`src/assert_macros.svh`:
```
`ifndef ASSERT_MACROS_SVH
`define ASSERT_MACROS_SVH

// concurrent check that holds on every clock edge outside reset
`define ASSERT_ALWAYS(label, clk, rst_n, expr) \
  label: assert property (@(posedge clk) disable iff (!rst_n) (expr)) \
    else $error("assertion failed");

// implication checked on the same edge
`define ASSERT_IMPLY(label, clk, rst_n, pre, post) \
  label: assert property (@(posedge clk) disable iff (!rst_n) (pre) |-> (post)) \
    else $error("assertion failed");

// implication checked on the next edge
`define ASSERT_NEXT(label, clk, rst_n, pre, post) \
  label: assert property (@(posedge clk) disable iff (!rst_n) (pre) |=> (post)) \
    else $error("assertion failed");

`endif

```
`src/lssp_pkg.sv`:
```
`timescale 1ns / 1ps
`default_nettype none

package lssp_pkg;

  localparam int unsigned COORD_BITS_DEF = 11;
  localparam int unsigned FRAC_BITS_DEF  = 16;

  localparam int unsigned NEAR_OFS = 15;
  localparam int unsigned FAR_OFS  = 30;

  localparam int unsigned NUM_REGS  = 8;
  localparam int unsigned ADDR_BITS = 5;

  typedef enum logic [2:0] {
    REG_LEFT_X_START  = 3'd0,
    REG_LEFT_Y_START  = 3'd1,
    REG_LEFT_X_END    = 3'd2,
    REG_LEFT_Y_END    = 3'd3,
    REG_RIGHT_X_START = 3'd4,
    REG_RIGHT_Y_START = 3'd5,
    REG_RIGHT_X_END   = 3'd6,
    REG_RIGHT_Y_END   = 3'd7
  } reg_idx_e;

endpackage

`default_nettype wire

```
`src/lane_scanline_sample_points_top.sv`:
```
// an input passes the stage-0, seed, divider, border and output registers in order
// throughput: one item per cycle unless stalled; one quotient bit per pipeline stage
// a stall at the output holds every stage until the result is taken
// reset clears all stage valid bits and the eight segment registers to zero
`timescale 1ns / 1ps
`default_nettype none
`include "assert_macros.svh"

module lane_scanline_sample_points_top #(
  parameter int unsigned COORD_BITS = lssp_pkg::COORD_BITS_DEF,
  parameter int unsigned FRAC_BITS  = lssp_pkg::FRAC_BITS_DEF
) (
  input  wire logic                          clk_i,
  input  wire logic                          rst_ni,
  input  wire logic                          psel,
  input  wire logic                          penable,
  input  wire logic                          pwrite,
  input  wire logic [lssp_pkg::ADDR_BITS-1:0] paddr,
  input  wire logic [31:0]                   pwdata,
  output logic [31:0]                        prdata,
  output logic                               pready,
  input  wire logic                          in_valid_i,
  output logic                               in_ready_o,
  input  wire logic [COORD_BITS-1:0]         scan_offset_i,
  output logic                               out_valid_o,
  input  wire logic                          out_ready_i,
  output logic                               valid_res_o,
  output logic [COORD_BITS:0]                row_o,
  output logic signed [COORD_BITS+1:0]       left_far_col_o,
  output logic signed [COORD_BITS+1:0]       left_near_col_o,
  output logic signed [COORD_BITS+1:0]       mark_col_o,
  output logic signed [COORD_BITS+1:0]       right_near_col_o,
  output logic signed [COORD_BITS+1:0]       right_far_col_o
);
  import lssp_pkg::*;

  localparam int unsigned CB    = COORD_BITS;
  localparam int unsigned Q     = COORD_BITS + FRAC_BITS;
  localparam int unsigned STEPS = Q;
  localparam int unsigned BW    = COORD_BITS + FRAC_BITS + 2;
  localparam int unsigned NPOS  = STEPS + 3;
  localparam logic signed [BW:0] NEAR_FX = (BW+1)'(NEAR_OFS) << FRAC_BITS;
  localparam logic signed [BW:0] FAR_FX  = (BW+1)'(FAR_OFS) << FRAC_BITS;

  typedef struct packed {
    logic          valid_res;
    logic [CB:0]   row;
  } meta_t;

  typedef struct packed {
    logic [CB-1:0] off;
    logic [CB-1:0] mag;
    logic [CB-1:0] dy;
    logic          neg;
  } prep_t;

  typedef struct packed {
    logic [CB:0]   rem;
    logic [CB-1:0] dvd;
    logic [Q-1:0]  quo;
    logic [CB-1:0] dy;
    logic          neg;
  } lane_t;

  // configuration registers
  logic [CB-1:0] cfg_q [NUM_REGS];
  logic          cfg_wr;

  assign cfg_wr = psel && penable && pwrite;
  assign pready = 1'b1;

  always_ff @(posedge clk_i or negedge rst_ni) begin
    if (!rst_ni) begin
      for (int i = 0; i < NUM_REGS; i++) cfg_q[i] <= '0;
    end else if (cfg_wr) begin
      cfg_q[paddr[ADDR_BITS-1:2]] <= pwdata[CB-1:0];
    end
  end

  assign prdata = 32'(cfg_q[paddr[ADDR_BITS-1:2]]);

  logic [CB-1:0] lxs, lys, lxe, lye, rxs, rys, rxe, rye;
  assign lxs = cfg_q[REG_LEFT_X_START];
  assign lys = cfg_q[REG_LEFT_Y_START];
  assign lxe = cfg_q[REG_LEFT_X_END];
  assign lye = cfg_q[REG_LEFT_Y_END];
  assign rxs = cfg_q[REG_RIGHT_X_START];
  assign rys = cfg_q[REG_RIGHT_Y_START];
  assign rxe = cfg_q[REG_RIGHT_X_END];
  assign rye = cfg_q[REG_RIGHT_Y_END];

  // whole pipeline advances together
  logic en;
  logic out_valid_q;
  assign en         = !out_valid_q || out_ready_i;
  assign in_ready_o = en;

  logic  vld_q  [NPOS];
  meta_t meta_q [NPOS];

  always_ff @(posedge clk_i or negedge rst_ni) begin
    if (!rst_ni) begin
      for (int i = 0; i < NPOS; i++) vld_q[i] <= 1'b0;
    end else if (en) begin
      vld_q[0] <= in_valid_i;
      for (int i = 1; i < NPOS; i++) vld_q[i] <= vld_q[i-1];
    end
  end

  // stage 0: row, validity and segment deltas
  logic [CB-1:0] start_w;
  logic [CB:0]   row_w;
  meta_t         meta_d;
  prep_t         prep_l_d, prep_r_d, prep_l_q, prep_r_q;

  function automatic prep_t prep(logic [CB-1:0] xs, logic [CB-1:0] ys,
                                 logic [CB-1:0] xe, logic [CB-1:0] ye,
                                 logic [CB-1:0] rw);
    prep_t p;
    p.off = rw - ys;
    p.dy  = ye - ys;
    p.neg = xe < xs;
    p.mag = p.neg ? xs - xe : xe - xs;
    return p;
  endfunction

  always_comb begin
    start_w          = (lys > rys) ? lys : rys;
    row_w            = {1'b0, start_w} + {1'b0, scan_offset_i};
    meta_d.row       = row_w;
    meta_d.valid_res = (row_w < {1'b0, lye}) && (row_w < {1'b0, rye});
    prep_l_d         = prep(lxs, lys, lxe, lye, row_w[CB-1:0]);
    prep_r_d         = prep(rxs, rys, rxe, rye, row_w[CB-1:0]);
  end

  always_ff @(posedge clk_i) begin
    if (en) begin
      meta_q[0] <= meta_d;
      prep_l_q  <= prep_l_d;
      prep_r_q  <= prep_r_d;
      for (int i = 1; i < NPOS; i++) meta_q[i] <= meta_q[i-1];
    end
  end

  // stage 1: offset times |dx|, top half seeds the remainder
  lane_t div_q [STEPS+1][2];

  function automatic lane_t seed(prep_t p);
    lane_t         l;
    logic [2*CB-1:0] prod;
    prod  = p.off * p.mag;
    l.rem = {1'b0, prod[2*CB-1:CB]};
    l.dvd = prod[CB-1:0];
    l.quo = '0;
    l.dy  = p.dy;
    l.neg = p.neg;
    return l;
  endfunction

  function automatic lane_t div_step(lane_t a);
    lane_t       r;
    logic [CB:0] t;
    r     = a;
    t     = {a.rem[CB-1:0], a.dvd[CB-1]};
    r.dvd = a.dvd << 1;
    if (t >= {1'b0, a.dy}) begin
      r.rem = t - {1'b0, a.dy};
      r.quo = {a.quo[Q-2:0], 1'b1};
    end else begin
      r.rem = t;
      r.quo = {a.quo[Q-2:0], 1'b0};
    end
    return r;
  endfunction

  // seed, then one quotient bit per stage
  always_ff @(posedge clk_i) begin
    if (en) begin
      div_q[0][0] <= seed(prep_l_q);
      div_q[0][1] <= seed(prep_r_q);
      for (int k = 0; k < STEPS; k++) begin
        div_q[k+1][0] <= div_step(div_q[k][0]);
        div_q[k+1][1] <= div_step(div_q[k][1]);
      end
    end
  end

  // border columns in fixed point
  logic signed [BW-1:0] bl_q, br_q;

  function automatic logic signed [BW-1:0] border(logic [CB-1:0] xs, lane_t l);
    logic signed [BW-1:0] base, q;
    base = signed'({2'b00, xs, {FRAC_BITS{1'b0}}});
    q    = signed'({2'b00, l.quo});
    return l.neg ? base - q : base + q;
  endfunction

  always_ff @(posedge clk_i) begin
    if (en) begin
      bl_q <= border(lxs, div_q[STEPS][0]);
      br_q <= border(rxs, div_q[STEPS][1]);
    end
  end

  function automatic logic [CB+1:0] trunc0(logic signed [BW:0] v, int unsigned k);
    logic [BW:0] m;
    m = v[BW] ? -v : v;
    m = m >> k;
    m = v[BW] ? -m : m;
    return m[CB+1:0];
  endfunction

  logic signed [BW:0] blx, brx;
  assign blx = {bl_q[BW-1], bl_q};
  assign brx = {br_q[BW-1], br_q};

  // output register
  logic                 vres_q;
  logic [CB:0]          row_q;
  logic signed [CB+1:0] lf_q, ln_q, mk_q, rn_q, rf_q;

  always_ff @(posedge clk_i or negedge rst_ni) begin
    if (!rst_ni) begin
      out_valid_q <= 1'b0;
    end else if (en) begin
      out_valid_q <= vld_q[NPOS-1];
    end
  end

  always_ff @(posedge clk_i) begin
    if (en) begin
      vres_q <= meta_q[NPOS-1].valid_res;
      row_q  <= meta_q[NPOS-1].row;
      if (meta_q[NPOS-1].valid_res) begin
        lf_q <= signed'(trunc0(blx - FAR_FX, FRAC_BITS));
        ln_q <= signed'(trunc0(blx - NEAR_FX, FRAC_BITS));
        mk_q <= signed'(trunc0(blx + brx, FRAC_BITS + 1));
        rn_q <= signed'(trunc0(brx + NEAR_FX, FRAC_BITS));
        rf_q <= signed'(trunc0(brx + FAR_FX, FRAC_BITS));
      end else begin
        lf_q <= '0;
        ln_q <= '0;
        mk_q <= '0;
        rn_q <= '0;
        rf_q <= '0;
      end
    end
  end

  assign out_valid_o      = out_valid_q;
  assign valid_res_o      = vres_q;
  assign row_o            = row_q;
  assign left_far_col_o   = lf_q;
  assign left_near_col_o  = ln_q;
  assign mark_col_o       = mk_q;
  assign right_near_col_o = rn_q;
  assign right_far_col_o  = rf_q;

  `ASSERT_IMPLY(a_invalid_zero, clk_i, rst_ni, out_valid_q && !vres_q,
                lf_q == '0 && mk_q == '0 && rf_q == '0)
  `ASSERT_IMPLY(a_row_in_range, clk_i, rst_ni, out_valid_q && vres_q,
                row_q < {1'b0, lye} && row_q < {1'b0, rye})
  `ASSERT_NEXT(a_stall_holds, clk_i, rst_ni, out_valid_q && !out_ready_i,
               out_valid_q && $stable(vld_q[NPOS-1]))
  `ASSERT_ALWAYS(a_ready_rule, clk_i, rst_ni, in_ready_o == (!out_valid_q || out_ready_i))

endmodule

`default_nettype wire

```
`config.mk`:
```
export PLATFORM = sky130hd
export DESIGN_NAME = lane_scanline_sample_points_top
export DESIGN_NICKNAME = d
export VERILOG_FILES = /design/src/lssp_pkg.sv /design/src/lane_scanline_sample_points_top.sv
export VERILOG_INCLUDE_DIRS = /design/src /design/src/src
export SDC_FILE = /design/constraint.sdc
export NUM_CORES = 2
export LEC_CHECK = 0
export BUFFER_PORTS_ARGS = -buffer_cell sky130_fd_sc_hd__buf_2
export CAP_MARGIN = 20
export CORE_MARGIN = 3
export CORE_UTILIZATION = 37
export CTS_BUF_LIST = sky130_fd_sc_hd__clkbuf_2
export DETAILED_ROUTE_END_ITERATION = 10
export PLACE_DENSITY_LB_ADDON = 0.25
export SLEW_MARGIN = 10
export SYNTH_ARGS = -nofsm -noshare
export SYNTH_HDL_FRONTEND = slang
export SYNTH_SLANG_ARGS = --single-unit
```
`constraint.sdc`:
```
create_clock -name clk_i -period 92.7 [get_ports clk_i]
set_clock_uncertainty 0.2 [all_clocks]
set_input_delay 9.27 -clock clk_i [delete_from_list [all_inputs] [get_ports clk_i]]
set_output_delay 9.27 -clock clk_i [all_outputs]
set_load 0.03 [all_outputs]
```
* Word-level counts from Yosys, hierarchy flattened *
Memories as Yosys holds them, arrays and structs flattened.
Cells that the tools add are included.

word-level totals
  flip-flop bits (word level) = 323
  memory bits (writable) = 3862
  input port bits = 55
  output and inout bits = 113
  logic and storage cells = 449
  memories = 2

cells by class
  $add $sub $neg = 82
  $mul = 2
  $lt $le $gt $ge = 61
  multiplexer cells = 239
  bitwise logic cells = 1
  reductions and logical operators = 6

memory list
  name    depth  bits a word  rd ports  clocked after Yosys merged registers in  wr ports  line                                    RTL
  div_q   28     124          28        0                                        28        lane_scanline_sample_points_top.sv:146  lane_t div_q [STEPS+1][2];
  meta_q  30     13           30        0                                        30        lane_scanline_sample_points_top.sv:99   meta_t meta_q [NPOS];

operator list
  operator                  count
  $mux W27                  54
  $mux W12                  108
  $ge A12 B11 Y1            54
  $sub A12 B11 Y12          54
  $mux W29                  6
  $neg A29 Y29              4
  $bwmux W88                1
  $sub A11 B11 Y11          8
  $mux W11                  6
  $mux W13                  5
  $neg A13 Y13              5
  $add A27 B27 Y28          2
  $mux W1                   56
  $sub A27 B27 Y28          2
  $mul A11 B11 Y22          2
  $bmux W11 S3              1
  $demux W11 S3             1
  $add A29 B21 Y30 const B  1
  $add A29 B22 Y30 const B  1
  $add A29 B29 Y30          1
  $mux W30                  1
  $neg A30 Y30              1
  $sub A29 B21 Y30 const B  1
  $sub A29 B22 Y30 const B  1
  other kinds (10)          15

* Logic depth before layout (Yosys ltp) *
  depth after elaboration = 6
  mapped depth = 32

* Least setup slack after synthesis *
OpenSTA, ideal clock, no wires.

  path type = in2out
  from = input out_ready_i
  to = output in_ready_o
  data arrival time = 62030 ps
  data required time = 83230 ps
  path slack = 21200 ps
  stages = 4
  buffers on the path = 2
  path through = nor2b_1 -> clkbuf_1 -> clkbuf_1 -> inv_1

on the way
  cells in the longest elaborated chain, start to end = 1

ends and longest elaborated chain
  what                line                                   RTL
  start, declared     lane_scanline_sample_points_top.sv:26  input wire logic out_ready_i,
  $logic_or A1 B1 Y1  lane_scanline_sample_points_top.sv:95  assign en = !out_valid_q || out_ready_i;
  end, declared       lane_scanline_sample_points_top.sv:23  output logic in_ready_o,

No other way between the ends.

* Final worst setup path *
  from = input paddr[4] (netlist bit)
  to = output prdata[4]

on the way
  cells in the longest elaborated chain, start to end = 4

ends and longest elaborated chain
  what                                          line                                   RTL
  start, declared                               lane_scanline_sample_points_top.sv:18  input wire logic [lssp_pkg::ADDR_BITS-1:0] paddr,
  $not A3 Y4 (not written as such)              lane_scanline_sample_points_top.sv:80  assign prdata = 32'(cfg_q[paddr[ADDR_BITS-1:2]]);
  $bmux W11 S3                                  lane_scanline_sample_points_top.sv:80
  $mux W11 (not written as such) (2 in series)  lane_scanline_sample_points_top.sv:80
  end, declared                                 lane_scanline_sample_points_top.sv:20  output logic [31:0] prdata,

No other way between the ends. The select of a mux whose other input is x is not followed.

==> flow_metrics.tcl <==
set metrics [dict create \
    vias 79000 \
    cts_tree "done" \
    cts-resized-gates 0 \
    grt_start_max_net_pins 179 \
    grtUsageTotal_pct 13.9 \
    max_freq_ghz 0.0473 \
    drc 0 \
    drt_pre_antenna_iters 6 \
    dp_hpwl_um 188000 \
    port_buffers 122 \
    syn_area_per_cell_sq_um 13.3 \
    slew_headroom_pct 24.5 \
    period_share_pct 22.8 \
    core_area_sq_um 371000 \
    die_w_um 617 \
    yosysWarnings 0 \
    r2r_cells 9 \
    wl_per_cell_um 16.0 \
    setup_viol 0 \
    cp-end-kind "output pin" \
    synth_top_area_share_pct 59.2 \
    cp_max_fo 33 \
    synth_area_sq_um 138000 \
    drv_slew 0 \
    synth-edff-count 2726 \
    synth_cell_types 98 \
    required_ns 83.23 \
    area_growth_pct 9.55 \
    cts_buffers 736 \
    final-hold-violation-count 0 \
    rsz0062_at_grt "no" \
    clock_sinks 2845 \
    ctsHtreeMaxLevel 6 \
    ant_nets 0 \
    cap_violations 0 \
    arrival_ns 11.65 \
    synth_area_leaders "edfxtp_1 59%, ha_1 8.4%, mux2_2 3.8%" \
    synthFlopType "edfxtp_1" \
    whs_path_depth 0 \
    yosysSeqAreaShare_pct 61.4 \
    routed_wl_um 266000 \
    grt_overflow 0 \
    gp_congestion 0.864 \
    worstSetupPathType "in -> out" \
    n_fill_cell 34700 \
    postCtsHoldBufs 0 \
    hold_slack_ns 0.117 \
    rows 223 \
    initial_core_util_pct 37.3 \
    cts_root_buf "clkbuf_2" \
    clk_pin_slew_ns 0.09 \
    antenna_found_initial 25 \
    tightest_slew_ns 1.13 \
    drt-initial-drc-count 4716 \
    viasPerCell 4.76 \
    syn_inst 10400 \
    hold_class "reg -> reg" \
    io_pins 168 \
    final_nets 12300 \
    grt_pass1_wl_um 427000 \
    postCtsSetupBuffers 0 \
    grt_pass1_vias 83200 \
    finalSetupTns_ns 0 \
    clk_latency_ns 2.04 \
    synth_top_area_cell "edfxtp_1" \
    min_period_ns 21.12 \
    cts_buffer_depth 4 \
    critPathLaunchType "input pin" \
    ys_seq_elements 2845 \
    drive_gt1_share_pct 15.7 \
    async_reset_ff_share_pct 4.18 \
    status "finished clean" \
    chipHeight_um 617 \
    dieArea_sq_um 381000 \
]
cell families after synthesis:
logic type	Yosys count	synth area share, %
AOI/OAI and AO/OA	1526	7.10
xor gates and xnor gates	507	3.21
adders and majority gates	1151	11.6
buffers and inverters	1561	4.31
DFF	2845	61.4
muxes	600	4.85
other	2	0.00543
and+or+nand+nor	2185	7.49
cell usage in the layout (no fill, tap or decap), types with 46 or more instances in the layout:
cell / count
xnor2_1: 307
inv_1: 1345
buf_4: 54
clkbuf_2: 1044
mux2i_1: 122
o31ai_1: 67
nand2b_1: 83
a21oi_1: 223
o21ai_0: 549
ha_1: 927
nand2_1: 693
nor2b_1: 197
nor3_1: 46
o211a_1: 56
clkinv_1: 143
xor2_1: 200
buf_2: 121
dfrtp_1: 119
and2_1: 113
edfxtp_1: 2726
fa_1: 224
a21boi_0: 215
nand4_1: 118
a21o_1: 184
nand3_1: 72
mux2_2: 469
nor2_1: 690
registers in the layout, indices dropped and copies added (netlist names), 12 cells and up:
| name | cells |
|---|---|
| prep_r_q | 34 |
| div_q | 2132 |
| meta_q | 390 |
| right_near_col_o | 13 |
| mark_col_o | 13 |
| vld_q | 30 |
| left_near_col_o | 13 |
| right_far_col_o | 13 |
| left_far_col_o | 13 |
| br_q | 29 |
| row_o | 12 |
| prep_l_q | 34 |
| bl_q | 29 |
critical path: stages:
cell and delay (ns):
buf_2 0.65, mux2i_1 0.15, o21ai_0 0.64, a22oi_1 0.22, o31ai_1 0.21, buf_4 0.24, buf_2 0.23
cell usage after synthesis (7+ instances only):
cell and instances:
a21boi_0 215, xnor2_1 307, o21bai_1 37, mux2_2 469
and3_1 18, a221o_1 8, xor2_1 200, or3_1 20
a21o_1 184, a211o_1 7, nand2b_1 83, nand4bb_1 22
nand3_1 72, nor2b_1 198, a21oi_1 223, o31ai_1 68
o211ai_1 12, or2_2 9, o41ai_1 8, ha_1 927
nor3b_1 8, buf_1 65, edfxtp_1 2726, nand4_1 118
a211oi_1 15, nor2_1 691, nor3_1 47, nand2_1 693
nor4_1 17, o211a_1 56, fa_1 224, o21a_1 39
mux2i_1 122, inv_1 1346, and2_1 113, and4_1 8
dfrtp_1 119, buf_4 22, clkbuf_1 121, mux4_2 9
o21ai_0 550, a31oi_1 22, or4_1 39
worst paths after layout:
path	endpoint	slack, ns	start
max in group asynchronous	rys[3]	83.72	rst_ni
setup / recovery	prdata[4]	71.58	paddr[4]
hold / removal	meta_q[0][21]	0.12	meta_q[0][8]
min in group asynchronous	lxs[5]	7.04	rst_ni
setup reg to reg	div_q[1][940]	85.13	out_valid_o
hold reg to reg	meta_q[0][21]	0.12	meta_q[0][8]
cell type report:
| cell class | count | area [sq um] | share of cell area [%] |
|---|---|---|---|
| multi-input combinational | 5991 | 47500 | 31.4 |
| tap | 4950 | 6190 | 4.09 |
| sequential | 2845 | 84800 | 56.0 |
| clock inverter | 229 | 1320 | 0.874 |
| antenna | 12 | 30.0 | 0.0198 |
| clock buffer | 1044 | 5230 | 3.45 |
| inverter | 1347 | 5060 | 3.34 |
| timing repair buffer | 186 | 1220 | 0.806 |
stage by stage:
stage / setup WS (ns) / cell area, sq um / instances / util (%)
2_1_floorplan: 21.20 / 138000 / 10400 / -
4_1_cts: 71.62 / 151000 / 16600 / 40.8
5_1_grt: 71.56 / 151000 / 16600 / 40.9
6_report: 71.58 / 151000 / 16600 / 40.9
3_3_place_gp: 71.64 / 145000 / 15300 / 39.0
3_5_place_dp: 71.60 / 145000 / 15300 / 39.0
metal layers:
metal  global-route usage [%]  part of all wire, %  up-vias
met1                     16.8                   43    37900
met2                     23.7                   48     1707
met5                        0                0.083        -
li1                         -                    -    38700
met4                     6.11                  3.8       30
met3                     3.03                  5.1      652
Power is not shown: default switching activity piles up to over one toggle a cycle in this logic, so the estimate is an artifact.
